--- src/hw/rtl/assert_macros.svh ---
// Assertion macros for the pose offset unit.
// Uses the clk_i and rst_ni names of the including module.
`ifndef ASSERT_MACROS_SVH
`define ASSERT_MACROS_SVH

// Check while out of reset.
`define QPO_ASSERT(lbl, prop, msg) \
  lbl: assert property (@(posedge clk_i) disable iff (!rst_ni) prop) else $error(msg);

// Check at every edge, reset included.
`define QPO_ASSERT_ALWAYS(lbl, prop, msg) \
  lbl: assert property (@(posedge clk_i) prop) else $error(msg);

`endif

--- src/hw/rtl/qpo_pkg.sv ---
// Shared widths, register indexes, product indexes and beat types of the pose offset unit.
// No dependencies.
package qpo_pkg;

  localparam int QuatW   = 16;
  localparam int PosW    = 32;
  localparam int OffW    = 32;
  localparam int NumOff  = 3;
  localparam int CfgIdxW = 2;
  localparam int ProdW   = 2 * QuatW;
  localparam int NumProd = 9;
  localparam int NumEnt  = 9;

  localparam int QuatFracBitsDefault = 14;

  typedef enum logic [CfgIdxW-1:0] {
    CFG_OFFSET_X = 2'd0,
    CFG_OFFSET_Y = 2'd1,
    CFG_OFFSET_Z = 2'd2
  } cfg_reg_e;

  localparam int PROD_XX = 0;
  localparam int PROD_YY = 1;
  localparam int PROD_ZZ = 2;
  localparam int PROD_XY = 3;
  localparam int PROD_XZ = 4;
  localparam int PROD_YZ = 5;
  localparam int PROD_WX = 6;
  localparam int PROD_WY = 7;
  localparam int PROD_WZ = 8;

  typedef struct packed {
    logic signed [QuatW-1:0] quat_w;
    logic signed [QuatW-1:0] quat_x;
    logic signed [QuatW-1:0] quat_y;
    logic signed [QuatW-1:0] quat_z;
    logic signed [PosW-1:0]  pos_x;
    logic signed [PosW-1:0]  pos_y;
    logic signed [PosW-1:0]  pos_z;
  } in_item_t;

  typedef struct packed {
    logic signed [PosW-1:0]  out_x;
    logic signed [PosW-1:0]  out_y;
    logic signed [PosW-1:0]  out_z;
    logic signed [QuatW-1:0] out_qw;
    logic signed [QuatW-1:0] out_qx;
    logic signed [QuatW-1:0] out_qy;
    logic signed [QuatW-1:0] out_qz;
  } out_item_t;

endpackage

--- src/hw/rtl/qpo_sum.sv ---
// Stages four and five: row sums with rounding, then position add, saturation and output beat.
// Depends on qpo_pkg.
module qpo_sum #(
  parameter int QuatFracBits = qpo_pkg::QuatFracBitsDefault,
  parameter int MulW = 53,
  localparam int AccW = MulW + 2,
  localparam int RndW = AccW - QuatFracBits,
  localparam int SumW = ((RndW > qpo_pkg::PosW) ? RndW : qpo_pkg::PosW) + 1
) (
  input  logic                          clk_i,
  input  logic                          rst_ni,
  input  logic                          valid_i,
  output logic                          ready_o,
  input  qpo_pkg::in_item_t             item_i,
  input  logic signed [MulW-1:0]        mul_i [qpo_pkg::NumEnt],
  input  logic                          ready_i,
  output logic                          valid_o,
  output qpo_pkg::out_item_t            item_o
);

  localparam logic signed [AccW-1:0] Half   = AccW'(1) << (QuatFracBits - 1);
  localparam logic signed [SumW-1:0] SatMax = (SumW'(1) << (qpo_pkg::PosW - 1)) - SumW'(1);
  localparam logic signed [SumW-1:0] SatMin = -(SumW'(1) << (qpo_pkg::PosW - 1));

  function automatic logic [qpo_pkg::PosW-1:0] sat(input logic signed [SumW-1:0] v);
    logic [qpo_pkg::PosW-1:0] res;
    if (v > SatMax) begin
      res = SatMax[qpo_pkg::PosW-1:0];
    end else if (v < SatMin) begin
      res = SatMin[qpo_pkg::PosW-1:0];
    end else begin
      res = v[qpo_pkg::PosW-1:0];
    end
    return res;
  endfunction

  logic                               acc_vld_q;
  logic                               acc_ready;
  qpo_pkg::in_item_t                  acc_item_q;
  logic signed [AccW-1:0]             acc_d [qpo_pkg::NumOff];
  logic signed [AccW-1:0]             acc_q [qpo_pkg::NumOff];
  logic signed [RndW-1:0]             rnd   [qpo_pkg::NumOff];
  logic signed [qpo_pkg::PosW-1:0]    pos   [qpo_pkg::NumOff];
  logic signed [SumW-1:0]             tot   [qpo_pkg::NumOff];
  logic                               out_vld_q;
  qpo_pkg::out_item_t                 out_d;
  qpo_pkg::out_item_t                 out_q;

  assign acc_ready = !out_vld_q || ready_i;
  assign ready_o   = !acc_vld_q || acc_ready;

  always_comb begin
    for (int r = 0; r < qpo_pkg::NumOff; r++) begin
      acc_d[r] = AccW'(mul_i[r * qpo_pkg::NumOff])
               + AccW'(mul_i[r * qpo_pkg::NumOff + 1])
               + AccW'(mul_i[r * qpo_pkg::NumOff + 2])
               + Half;
    end
  end

  always_comb begin
    pos[0] = acc_item_q.pos_x;
    pos[1] = acc_item_q.pos_y;
    pos[2] = acc_item_q.pos_z;
    for (int r = 0; r < qpo_pkg::NumOff; r++) begin
      rnd[r] = acc_q[r][AccW-1:QuatFracBits];
      tot[r] = SumW'(rnd[r]) + SumW'(pos[r]);
    end
    out_d.out_x  = sat(tot[0]);
    out_d.out_y  = sat(tot[1]);
    out_d.out_z  = sat(tot[2]);
    out_d.out_qw = acc_item_q.quat_w;
    out_d.out_qx = acc_item_q.quat_x;
    out_d.out_qy = acc_item_q.quat_y;
    out_d.out_qz = acc_item_q.quat_z;
  end

  always_ff @(posedge clk_i or negedge rst_ni) begin
    if (!rst_ni) begin
      acc_vld_q <= 1'b0;
      out_vld_q <= 1'b0;
    end else begin
      if (ready_o) begin
        acc_vld_q <= valid_i;
      end
      if (acc_ready) begin
        out_vld_q <= acc_vld_q;
      end
    end
  end

  always_ff @(posedge clk_i) begin
    if (ready_o && valid_i) begin
      acc_item_q <= item_i;
      acc_q      <= acc_d;
    end
    if (acc_ready && acc_vld_q) begin
      out_q <= out_d;
    end
  end

  assign valid_o = out_vld_q;
  assign item_o  = out_q;

endmodule

--- config.mk ---
export PLATFORM = sky130hd
export DESIGN_NAME = qpo_sum
export DESIGN_NICKNAME = d
export VERILOG_FILES = /design/src/hw/rtl/assert_macros.svh /design/src/hw/rtl/qpo_pkg.sv /design/src/hw/rtl/qpo_sum.sv
export SDC_FILE = /design/constraint.sdc
export NUM_CORES = 1
export LEC_CHECK = 0
export ABC_AREA = 1
export BUFFER_PORTS_ARGS = -buffer_cell sky130_fd_sc_hd__buf_4
export CORE_AREA = 8 8 310 312
export CTS_CLUSTER_SIZE = 28
export DETAILED_ROUTE_END_ITERATION = 12
export DIE_AREA = 0 0 318 320
export PLACE_DENSITY_LB_ADDON = 0.15
export SYNTH_ARGS = -nofsm -noshare
export SYNTH_HDL_FRONTEND = slang
export SYNTH_SLANG_ARGS = --single-unit
--- constraint.sdc ---
create_clock -name clk_i -period 12.5 [get_ports clk_i]
set_input_delay 1.25 -clock clk_i [delete_from_list [all_inputs] [get_ports clk_i]]
set_output_delay 1.25 -clock clk_i [all_outputs]
set_load 0.02 [all_outputs]
## Word level (Yosys, flattened, before mapping)

Cells that the tools add are included.

- Reductions and logical operators: 6
- $lt $le $gt $ge: 6
- Muxes and demuxes: 3
- Add/subtract/negate cells: 12

Operator list:

| kind | count |
|---|---|
| adder 54 x 53 -> 55 bit | 3 |
| adder 55 x 15 -> 55 bit, second input constant | 3 |
| adder 53 x 53 -> 54 bit | 3 |
| adder 41 x 32 -> 42 bit | 3 |
| greater-than comparator 42 x 32 -> 1 bit, second input constant | 3 |
| < comparator 42 x 32 -> 1 bit, second input constant | 3 |
| 2-to-1 mux 32 bit | 3 |
| logical AND 1 bit | 2 |
| logical NOT 1 bit | 2 |
| logical OR 1 bit | 2 |

- Output and inout port bits: 162
- Input port bits: 641
- Flip-flop bits (word level): 487

## Depth between registers and ports, before layout

- Depth in word-level cells: 4
- Depth in mapped cells: 20
- Gate-level depth less buffers: 19

## Least setup slack after synthesis

Ideal clock, no wire load.

- Path type: input -> register
- Start: input ready_i
- End: register out_q, in the netlist item_o[0] (enable)
- Arrival: 8.973 ns
- Library setup time: 0.733 ns
- Stages on the path: 2
- Path slack: 2.794 ns
- Path buffers: 0
- Required time: 11.767 ns
- Path through: inv_1 a21oi_1

- Word-level cells in the longest chain between the ends: 2

RTL lines:

| item | line | source |
|---|---|---|
| from (decl) | qpo_sum.sv:16 | `input logic ready_i,` |
| logical OR 1 bit | qpo_sum.sv:49 | `assign acc_ready = !out_vld_q \|\| ready_i;` |
| logical AND 1 bit | qpo_sum.sv:97 | `if (acc_ready && acc_vld_q) begin` |
| to (signal assigned) | qpo_sum.sv:98 | `out_q <= out_d;` |
| to (decl) | qpo_sum.sv:47 | `qpo_pkg::out_item_t out_q;` |

No other way between the ends.
A chain may end at the register's enable or synchronous reset.

==> flow_summary.toml <==
[critical_path]
cpPeakStageDelay_ns = 0.57
crit_slowest_cell = "a21oi_1"
cp_cell_sequence = "buf_4 > fa_1 > ha_1 > ha_1 > a21oi_1 > o21ai_0 > nor2_1 > nand2_1 > a21oi_1 > o21ai_0 > nand2_1 > nand2_1 > xor2_1"
path_class = "primary input to flip-flop"
crit_required_ns = 12.87
crit_arrival_ns = 4.81
endpoint_kind = "flip-flop"
path_common_cell = "nand2_1"
cp_max_fo = 5
start_kind = "primary input"

[die]
floorplan.initialDensity = 0.430
die_h_um = 320
rows = 111
die_w_um = 318
io_pins = 803
dieArea_um2 = 102000
core_um2 = 91000

[global_routing]
gr-total-overflow = 0
grt_usage = 0.267
grt_start_max_net_pins = 137
antenna_found_initial = 7
grt_pass1_wl_um = 212000
grt_pass1_vias = 36551

[logic_synthesis]
syn_area_per_cell_um2 = 8.30
synth_edf_count = 443
yosys.area.top_type = "edfxtp_1"
seq_area_frac_synth = 0.341
syn-cell-area_um2 = 39100
netlist_instances = 4715
yosys_warnings = 0
synth_most_common_cell = "nand2_1"
yosysTopAreaCellShare = 0.340
synthTopCellsByArea = "edfxtp_1 34%, ha_1 14%, nand2_1 12%, fa_1 8.1%, inv_1 5.9%"
syn-num-nets = 5950
synth_ff_type = "edfxtp_1"
synthTopCellsByCount = "1259 x nand2_1, 614 x inv_1, 487 x nor2_1"
ys_ff_latch = 445
synth.distinct_cells = 45
async_flop_share = 0.00449

[sta]
min_period_over_period = 0.355
setup_viol = 0
setup_slack_ns = 8.06
clock_skew_ns = 0.0358
maxSlewHeadroom = 0.274
holdWs_ns = 0.383
fmax_mhz = 225
report.final.slew_viol_count = 0
period_needed_ns = 4.44
tightestPinTransition_ns = 1.09
rsz0062_at_grt = "no"
setup_tns_ns = 0
final_hold_viol_count = 0

[placement]
pre_cts_ws_ns = 7.50
dp_hpwl_um = 123000
place_congestion = 1.00
port_buffers = 802

[cts]
cts_buffers = 51
clk_pin_slew_ns = 0.06
clock_latency_ns = 0.64
post-cts-setup-buffers = 0
htree_levels = 2
cts_tree = "built"
holdBufCountCts = 0
cts_resized = 0
cts_root_buffer = "clkbuf_16"
clockBufferDepth = 3
clock_sinks = 445

[routing]
routed_wl_um = 140000
initialDrtViolationCount = 2322
vias = 34886
wl_per_cell_um = 20.7
viasPerCell = 5.14
ant_nets = 0
drc_errors = 0
firstDrtPassIters = 5

[power]
irDropWorstVdd_mv = 0.103
p_per_area_nw_per_um2 = 175
p_leak_uw = 0.0227

[run_status]
outcome = "completed"

[finish]
area_delta_synth_final_pct = 23.2
drive_above_1_share = 0.188
n_fill_cell = 8823
fin_nets = 6791

[hold_path]
holdCritPathClass = "primary input to asynchronous set/reset pin"

[run]
cap_violations = 0
[kinds of logic (layout without fill, tap and decap cells)]
family / count (synthesis) / count (layout) / share of synthesized area
other: 0 / 3 / 0
AND/OR/NAND/NOR: 2161 / 2161 / 0.232
buffers and inverters: 638 / 1522 / 0.0653
XOR/XNOR: 199 / 199 / 0.0445
AO/OA/AOI/OAI: 678 / 678 / 0.0965
flip-flops: 445 / 445 / 0.341
adder cells (fa/ha/maj): 594 / 594 / 0.220
[flip-flops by register name, indices dropped and copies added (netlist names)]
| signal | count |
|---|---|
| acc_item_q | 160 |
| item_o | 160 |
| valid_o | 1 |
| acc_q | 123 |
| acc_vld_q | 1 |
[layout by cell type, fill, tap and decap left out, drive strengths merged, types with 2 or more instances in the layout]
cell and count:
a21oi 335, and2 6, nor4 11, diode 3, a31oi 54, clkinv 20, o21a 20, nand3 168
fa 159, or2 2, o31ai 4, and3 5, xnor2 59, a221oi 3, inv 624, nand4 42
a211oi 6, o21ai 171, nand2 1355, clkinvlp 4, nor3 39, o21bai 33, a31o 3, edfxtp 443
ha 435, xor2 140, o221ai 3, a21o 23, clkbuf 62, nand3b 6, nor2 527, a21boi 9
o211ai 9, bufinv 6, dfrtp 2, buf 806, o2111ai 4
[worst max-delay path, delay by kind of cell]
family | cells | cell delay [ns]
xor gates and xnor gates | 1 | 0.20
and+or+nand+nor | 4 | 0.66
buffers and inverters | 1 | 0.11
AOI/OAI and AO/OA | 4 | 1.39
adders and majority gates | 3 | 1.19
[power breakdown]
group          internal (uW)  switching, uW
clock                    888            647
sequential              2110            139
combinational           1590           3050
[layout make-up]
type	instances	area, um^2	area share
multi-input combinational	3632	23200	0.482
sequential	445	13400	0.277
timing repair buffer	806	6060	0.126
inverter	620	2330	0.0485
tap	1186	1480	0.0308
clock buffer	62	1320	0.0273
clock inverter	34	398	0.00826
antenna	3	7.51	0.000156
[metrics by stage]
stage / cells / power [uW] / instance area, um^2 / utilization
final: 6788 / 8420 / 48200 / 0.530
after global placement: 6689 / 6890 / 46500 / 0.511
after CTS: 6785 / 8460 / 48200 / 0.530
after detailed placement: 6689 / 6900 / 46500 / 0.511
after floorplan: 4715 / 5350 / 39100 / -
after global routing: 6787 / 9040 / 48200 / 0.530
[final timing paths]
path	startpoint	end	slack, ns	cells past startpoint
max reg2reg	acc_item_q[95]	item_o[129]	8.48	13
max	mul_i[177]	acc_q[92]	8.06	13
min in group clk_i	acc_item_q[153]	item_o[57]	0.41	0
max in group asynchronous	rst_ni	acc_vld_q	12.03	1
min	rst_ni	valid_o	0.38	1
min reg2reg	acc_item_q[153]	item_o[57]	0.41	0
[layer usage]
metal / routed length, um / up-vias / part of all wire / global-route usage
met5: 41 / - / 0.00029 / 0
met4: 4220 / 6 / 0.030 / 0.0759
met3: 6950 / 205 / 0.049 / 0.0412
met2: 71500 / 990 / 0.51 / 0.497
met1: 57700 / 16359 / 0.41 / 0.318
li1: - / 17326 / - / -
No activity file was read; power rests on OpenSTA's default activity.
