File: src/hw/rtl/assert_macros.svh
// Assertion macros for the pose offset unit.
// Uses the clk_i and rst_ni names of the including module.
`ifndef ASSERT_MACROS_SVH
`define ASSERT_MACROS_SVH

// Check while out of reset.
`define QPO_ASSERT(lbl, prop, msg) \
  lbl: assert property (@(posedge clk_i) disable iff (!rst_ni) prop) else $error(msg);

// Check at every edge, reset included.
`define QPO_ASSERT_ALWAYS(lbl, prop, msg) \
  lbl: assert property (@(posedge clk_i) prop) else $error(msg);

`endif

File: src/hw/rtl/qpo_pkg.sv
// Shared widths, register indexes, product indexes and beat types of the pose offset unit.
// No dependencies.
package qpo_pkg;

  localparam int QuatW   = 16;
  localparam int PosW    = 32;
  localparam int OffW    = 32;
  localparam int NumOff  = 3;
  localparam int CfgIdxW = 2;
  localparam int ProdW   = 2 * QuatW;
  localparam int NumProd = 9;
  localparam int NumEnt  = 9;

  localparam int QuatFracBitsDefault = 14;

  typedef enum logic [CfgIdxW-1:0] {
    CFG_OFFSET_X = 2'd0,
    CFG_OFFSET_Y = 2'd1,
    CFG_OFFSET_Z = 2'd2
  } cfg_reg_e;

  localparam int PROD_XX = 0;
  localparam int PROD_YY = 1;
  localparam int PROD_ZZ = 2;
  localparam int PROD_XY = 3;
  localparam int PROD_XZ = 4;
  localparam int PROD_YZ = 5;
  localparam int PROD_WX = 6;
  localparam int PROD_WY = 7;
  localparam int PROD_WZ = 8;

  typedef struct packed {
    logic signed [QuatW-1:0] quat_w;
    logic signed [QuatW-1:0] quat_x;
    logic signed [QuatW-1:0] quat_y;
    logic signed [QuatW-1:0] quat_z;
    logic signed [PosW-1:0]  pos_x;
    logic signed [PosW-1:0]  pos_y;
    logic signed [PosW-1:0]  pos_z;
  } in_item_t;

  typedef struct packed {
    logic signed [PosW-1:0]  out_x;
    logic signed [PosW-1:0]  out_y;
    logic signed [PosW-1:0]  out_z;
    logic signed [QuatW-1:0] out_qw;
    logic signed [QuatW-1:0] out_qx;
    logic signed [QuatW-1:0] out_qy;
    logic signed [QuatW-1:0] out_qz;
  } out_item_t;

endpackage

File: src/hw/rtl/qpo_matrix.sv
// Stage two: rotation matrix entries from the products, rounded to the quaternion format.
// Depends on qpo_pkg.
module qpo_matrix #(
  parameter int QuatFracBits = qpo_pkg::QuatFracBitsDefault,
  localparam int EntW = (((2 * QuatFracBits + 2) > (qpo_pkg::ProdW + 2)) ?
                         (2 * QuatFracBits + 2) : (qpo_pkg::ProdW + 2)) + 1,
  localparam int MatW = EntW - QuatFracBits
) (
  input  logic                              clk_i,
  input  logic                              rst_ni,
  input  logic                              valid_i,
  output logic                              ready_o,
  input  qpo_pkg::in_item_t                 item_i,
  input  logic signed [qpo_pkg::ProdW-1:0]  prod_i [qpo_pkg::NumProd],
  input  logic                              ready_i,
  output logic                              valid_o,
  output qpo_pkg::in_item_t                 item_o,
  output logic signed [MatW-1:0]            mat_o [qpo_pkg::NumEnt]
);

  localparam logic signed [EntW-1:0] One  = EntW'(1) << (2 * QuatFracBits);
  localparam logic signed [EntW-1:0] Half = EntW'(1) << (QuatFracBits - 1);

  logic                      valid_q;
  qpo_pkg::in_item_t         item_q;
  logic signed [EntW-1:0]    pe    [qpo_pkg::NumProd];
  logic signed [EntW-1:0]    ent   [qpo_pkg::NumEnt];
  logic signed [EntW-1:0]    rnd   [qpo_pkg::NumEnt];
  logic signed [MatW-1:0]    mat_d [qpo_pkg::NumEnt];
  logic signed [MatW-1:0]    mat_q [qpo_pkg::NumEnt];

  assign ready_o = !valid_q || ready_i;

  always_comb begin
    for (int i = 0; i < qpo_pkg::NumProd; i++) begin
      pe[i] = EntW'(prod_i[i]);
    end
    ent[0] = One - ((pe[qpo_pkg::PROD_YY] + pe[qpo_pkg::PROD_ZZ]) <<< 1);
    ent[1] = (pe[qpo_pkg::PROD_XY] - pe[qpo_pkg::PROD_WZ]) <<< 1;
    ent[2] = (pe[qpo_pkg::PROD_XZ] + pe[qpo_pkg::PROD_WY]) <<< 1;
    ent[3] = (pe[qpo_pkg::PROD_XY] + pe[qpo_pkg::PROD_WZ]) <<< 1;
    ent[4] = One - ((pe[qpo_pkg::PROD_XX] + pe[qpo_pkg::PROD_ZZ]) <<< 1);
    ent[5] = (pe[qpo_pkg::PROD_YZ] - pe[qpo_pkg::PROD_WX]) <<< 1;
    ent[6] = (pe[qpo_pkg::PROD_XZ] - pe[qpo_pkg::PROD_WY]) <<< 1;
    ent[7] = (pe[qpo_pkg::PROD_YZ] + pe[qpo_pkg::PROD_WX]) <<< 1;
    ent[8] = One - ((pe[qpo_pkg::PROD_XX] + pe[qpo_pkg::PROD_YY]) <<< 1);
    for (int i = 0; i < qpo_pkg::NumEnt; i++) begin
      rnd[i]   = ent[i] + Half;
      mat_d[i] = rnd[i][EntW-1:QuatFracBits];
    end
  end

  always_ff @(posedge clk_i or negedge rst_ni) begin
    if (!rst_ni) begin
      valid_q <= 1'b0;
    end else if (ready_o) begin
      valid_q <= valid_i;
    end
  end

  always_ff @(posedge clk_i) begin
    if (ready_o && valid_i) begin
      item_q <= item_i;
      mat_q  <= mat_d;
    end
  end

  assign valid_o = valid_q;
  assign item_o  = item_q;
  assign mat_o   = mat_q;

endmodule

File: config.mk
export PLATFORM = sky130hd
export DESIGN_NAME = qpo_matrix
export DESIGN_NICKNAME = d
export VERILOG_FILES = /design/src/hw/rtl/assert_macros.svh /design/src/hw/rtl/qpo_pkg.sv /design/src/hw/rtl/qpo_matrix.sv
export SDC_FILE = /design/constraint.sdc
export NUM_CORES = 1
export LEC_CHECK = 0
export BUFFER_PORTS_ARGS = -buffer_cell sky130_fd_sc_hd__buf_4
export CAP_MARGIN = 10
export CORE_AREA = 4 4 308 310
export CTS_BUF_LIST = sky130_fd_sc_hd__clkbuf_16
export CTS_CLUSTER_SIZE = 25
export DETAILED_ROUTE_END_ITERATION = 7
export DIE_AREA = 0 0 312 314
export PLACE_DENSITY = 0.59
export SYNTH_ARGS = -nofsm -noshare
export SYNTH_HDL_FRONTEND = slang
export SYNTH_SLANG_ARGS = --single-unit
File: constraint.sdc
create_clock -name clk_i -period 16.45 [get_ports clk_i]
set_input_delay 3.29 -clock clk_i [delete_from_list [all_inputs] [get_ports clk_i]]
set_output_delay 3.29 -clock clk_i [all_outputs]
set_load 0.01 [all_outputs]
---- Word-level counts from Yosys, hierarchy flattened ----
Cells that the tools add are included.
word-level totals
  word-level logic and storage cells ...... 41
  output and inout bits ................... 351
  register bits ........................... 350
  input port bits ......................... 452
cells by class
  add/subtract/negate cells ............... 21
  reductions and logical operators ........ 3
operators with widths
  operator                number
  $add 34x15->35 const B  6
  $add 32x32->33          6
  $add 35x15->35 const B  3
  $sub 30x34->35 const A  3
  $sub 32x32->33          3
  $logic_and 1x1->1       1
  $logic_not 1->1         1
  $logic_or 1x1->1        1

---- Longest topological paths before layout ----
  depth in word-level cells ............... 3
  gate-level depth with buffers ........... 16
  mapped depth without buffers ............ 15

---- Worst setup path before layout ----
OpenSTA, ideal clock, no wires.
  path type ............................... in2reg
  start ................................... input port ready_i
  end ..................................... register item_q, in the netlist item_o[0], enable pin
  stages on the path ...................... 2
  library setup time ...................... 757 ps
  slack ................................... 4271 ps
  required time ........................... 15693 ps
  path buffers ............................ 0
  data arrival time ....................... 11421 ps
  cells stage by stage .................... nand2b_1 and2_1
between the ends
  cells in the longest elaborated chain, start to end .. 2
RTL lines
  item                  line              source
  from (decl)           qpo_matrix.sv:15  input logic ready_i,
  $logic_or 1x1->1      qpo_matrix.sv:32  assign ready_o = !valid_q || ready_i;
  $logic_and 1x1->1     qpo_matrix.sv:62  if (ready_o && valid_i) begin
  to (signal assigned)  qpo_matrix.sv:63  item_q <= item_i;
  to (decl)             qpo_matrix.sv:25  qpo_pkg::in_item_t item_q;
No other way between the ends.
A chain may end at the register's enable or synchronous reset.

==> impl_metrics.tcl <==
set metrics [dict create \
    cts_max_level 2 \
    crit_arrival_ns 7.66 \
    synth_fa_ha_area_frac 0.128 \
    cts.sink_count 350 \
    power.switching_fraction 0.337 \
    fp.coreArea_um2 91700 \
    fmax_mhz 137 \
    chipWidth_um 312 \
    floorplan.die.height_um 314 \
    fillers 9246 \
    synthXorXnorAreaFrac 0.0968 \
    syn_avg_cell_area_um2 9.53 \
    viasPerCell 5.19 \
    buffer_ports.inserted 802 \
    asyncSetResetFlopFracSynth 0.00286 \
    element_type_at_the_critical_path_end "register" \
    rsz0062_at_grt "false" \
    initial_detailed_routing_violation_count 1767 \
    postSynthRegisterBits 350 \
    detail_route.wl_per_cell_um 20.7 \
    synth-edff-count 349 \
    floorplan.die_area_um2 98000 \
    seq_power_share 0.348 \
    final_core_util 0.408 \
    synthesis.area_um2 28600 \
    finalWirelength_um 104000 \
    seqCellArea_um2 10500 \
    postCtsSetupRepairBufs 0 \
    cp-start-kind "input pin" \
    min_path_type "reg -> reg" \
    crit_fanout 7 \
    gr-total-overflow 0 \
    yosys-mux-area-fraction 0.00674 \
    setup_viol 0 \
    static-leakage-power_nw 15.8 \
    netlist.area_leader.share 0.366 \
    timing.final.crit_share 0.445 \
    vias 26000 \
    initial_utilization 0.312 \
    cts_inserted_buffers 46 \
    placedCellCount 4917 \
    design.final.nets 4522 \
    intPower_mw 2.17 \
    grt_antenna_before_repair 13 \
    ctsResizeCount 0 \
    outcome "completed" \
    grtUsageTotal 0.199 \
    worst_setup_hold_path_clk_slew_ns 0.06 \
    synth_compound_area_frac 0.189 \
    fin_setup_tns_ns 0 \
    grt_max_degree 77 \
    first_pass_grt_wire_length_um 153000 \
    multi_input_area_um2 17000 \
    routabilityCongestion 0.895 \
    postSynthCellCount 3002 \
    cts.path.max_buffers 3 \
    net-switching-power_mw 1.10 \
    cts.hold.buffers_added 0 \
    worst_ep_required_time_ns 16.79 \
    dp_hpwl_um 86400 \
    synth.yosys.seq_area_share 0.367 \
    critPathKind "in -> reg" \
    synthDominantAreaCellType "sky130_fd_sc_hd__edfxtp_1" \
    via_count_of_the_first_global_routing_pass 25200 \
    cts-root-buf "sky130_fd_sc_hd__clkbuf_16" \
    num_rows 111 \
    fin_worst_skew_ns 0.0141 \
    ys.warnings.count 0 \
    worst-slew-pin-transition_ns 1.05 \
    power.ir.vdd_worst_uv 77.7 \
    drcViolationCount 0 \
    dominant_combinational_cell_family_by_area_after_synthesis "compound AO/OA/AOI/OAI gates" \
    max_cap_viol_count 0 \
    synthTopCellsByCount "sky130_fd_sc_hd__edfxtp_1 (349), sky130_fd_sc_hd__ha_1 (288), sky130_fd_sc_hd__a21oi_1 (223)" \
    combPwrFrac 0.347 \
    clock_tree_from_tritoncts "done" \
    fraction_of_final_layout_cells_with_drive_strength_greater_than_1 0.247 \
    yosys.cell_count.top_type "sky130_fd_sc_hd__edfxtp_1" \
    synth_top_cells_by_area "sky130_fd_sc_hd__edfxtp_1 (37%), sky130_fd_sc_hd__ha_1 (13%), sky130_fd_sc_hd__xnor2_1 (6.3%)" \
    p_per_area_nw_per_um2 87.7 \
    final_cells 5011 \
    synth_nets 3745 \
    first_pass_iters 5 \
    synthSimpleGateAreaFrac 0.174 \
    clock_share_of_power 0.305 \
    slew-limit-headroom 0.298 \
    drv_slew 0 \
    finalHoldViolations 0 \
    ys_types 99 \
    number_of_top_level_pins 803 \
    worst_skew_pair.late_latency_ns 0.61 \
    synth_flop_cell "sky130_fd_sc_hd__edfxtp_1" \
    area_growth_from_synthesis_to_final_layout_pct 30.7 \
    post-route-min-period_ns 7.32 \
    route.antenna.remaining_nets 0 \
]
-- power groups by stage --
stage | clock (mW) | sequential (mW) | combinational, mW
6_report | 1.00 | 1.14 | 1.14
2_1_floorplan | 0 | 1.21 | 0.653
3_3_place_gp | 0 | 1.16 | 1.13
5_1_grt | 1.07 | 1.15 | 1.25
4_1_cts | 1.04 | 1.14 | 1.14
3_5_place_dp | 0 | 1.16 | 1.13
-- path summary, 6_finish.rpt --
path                            start         to  slack, ns  depth (start not counted)
max reg2reg                   valid_o  mat_o[73]      12.76                          5
max in group asynchronous      rst_ni    valid_o      13.92                          1
min reg2reg                   valid_o    valid_o       0.55                          2
min in group asynchronous      rst_ni    valid_o       2.45                          1
min                           valid_o    valid_o       0.55                          2
max                        prod_i[37]  mat_o[57]       9.13                         14
-- metrics by stage --
stage / hold WS [ns] / setup slack, ns / area (um2) / power (mW)
after floorplan: 0.622 / 4.27 / 28600 / 1.86
after global placement: 0.536 / 8.65 / 35800 / 2.29
after detailed placement: 0.533 / 8.57 / 35800 / 2.29
after CTS: 0.547 / 9.24 / 37300 / 3.32
after global routing: 0.603 / 8.81 / 37400 / 3.47
final: 0.548 / 9.13 / 37400 / 3.28
-- metal layers --
layer | routed length (um) | global-route usage | up-vias
met5 | 22 | 0 | -
met4 | 2240 | 0.0485 | 4
met3 | 7070 | 0.0442 | 110
met2 | 50600 | 0.349 | 846
met1 | 43700 | 0.250 | 12200
li1 | - | - | 12800
-- logic make-up (layout without fill, tap and decap cells) --
group	after synthesis	count (layout)
XOR/XNOR	316	316
buffers and inverters	282	1096
adder cells (fa/ha/maj)	291	291
multiplexers	19	19
other	0	9
AND/OR/NAND/NOR	943	943
AO/OA/AOI/OAI	801	801
flip-flops	350	350
-- sequential cells by signal (all words and copies together), names as in the netlist --
signal	cells
valid_o	1
mat_o	189
item_o	160
-- area by class of cell --
| cell class | instances | area share |
|---|---|---|
| clock buffers | 46 | 0.0308 |
| well taps | 1186 | 0.0397 |
| diodes | 9 | 0.000603 |
| multi-input cells | 2370 | 0.456 |
| flip-flops and latches | 350 | 0.281 |
| repair buffers | 807 | 0.162 |
| clock inverters | 39 | 0.00958 |
| inverters | 204 | 0.0205 |
-- placed cells by master, fill, tap and decap left out, types with 10 or more instances in the layout --
master,netlist,final
sky130_fd_sc_hd__xnor2_1,206,206
sky130_fd_sc_hd__a211oi_1,43,43
sky130_fd_sc_hd__ha_1,288,288
sky130_fd_sc_hd__nand4b_1,10,10
sky130_fd_sc_hd__nor2b_1,35,35
sky130_fd_sc_hd__nand4_1,49,49
sky130_fd_sc_hd__nand2b_1,55,55
sky130_fd_sc_hd__nand2_1,169,169
sky130_fd_sc_hd__a21oi_1,223,223
sky130_fd_sc_hd__a31oi_1,27,27
sky130_fd_sc_hd__a41oi_1,11,11
sky130_fd_sc_hd__and2_1,42,41
sky130_fd_sc_hd__a211o_1,16,16
sky130_fd_sc_hd__or3_1,33,33
sky130_fd_sc_hd__o2111ai_1,14,14
sky130_fd_sc_hd__and3_1,34,34
sky130_fd_sc_hd__nand3b_1,11,11
sky130_fd_sc_hd__o21a_1,24,24
sky130_fd_sc_hd__clkbuf_16,0,46
sky130_fd_sc_hd__o211ai_1,31,31
sky130_fd_sc_hd__or2_2,23,23
sky130_fd_sc_hd__nor2_1,204,204
sky130_fd_sc_hd__buf_4,0,807
sky130_fd_sc_hd__a31o_2,13,13
sky130_fd_sc_hd__mux2i_1,17,17
sky130_fd_sc_hd__nand3_1,81,81
sky130_fd_sc_hd__clkinv_1,2,12
sky130_fd_sc_hd__nor4_1,34,34
sky130_fd_sc_hd__o21ai_0,122,122
sky130_fd_sc_hd__a21o_1,72,72
sky130_fd_sc_hd__inv_1,202,207
sky130_fd_sc_hd__nor3_1,98,98
sky130_fd_sc_hd__o31ai_1,28,28
sky130_fd_sc_hd__edfxtp_1,349,349
sky130_fd_sc_hd__xor2_1,110,110
sky130_fd_sc_hd__o21bai_1,36,36
sky130_fd_sc_hd__or4_1,12,12
sky130_fd_sc_hd__a2111oi_0,21,21
sky130_fd_sc_hd__o31a_1,14,14
-- worst max-delay path, stage by stage --
cell	delay, ns
sky130_fd_sc_hd__buf_4	0.09
sky130_fd_sc_hd__inv_1	0.04
sky130_fd_sc_hd__ha_1	0.44
sky130_fd_sc_hd__a211oi_1	0.36
sky130_fd_sc_hd__nor3_1	0.12
sky130_fd_sc_hd__o311ai_0	0.67
sky130_fd_sc_hd__a41oi_1	0.35
sky130_fd_sc_hd__a31oi_1	0.48
sky130_fd_sc_hd__nand4_1	0.22
sky130_fd_sc_hd__nor4_2	0.52
sky130_fd_sc_hd__nand3_1	0.25
sky130_fd_sc_hd__nor4_1	0.53
sky130_fd_sc_hd__nand2_1	0.14
sky130_fd_sc_hd__xor2_1	0.16
No activity file was read; power rests on OpenSTA's default activity.
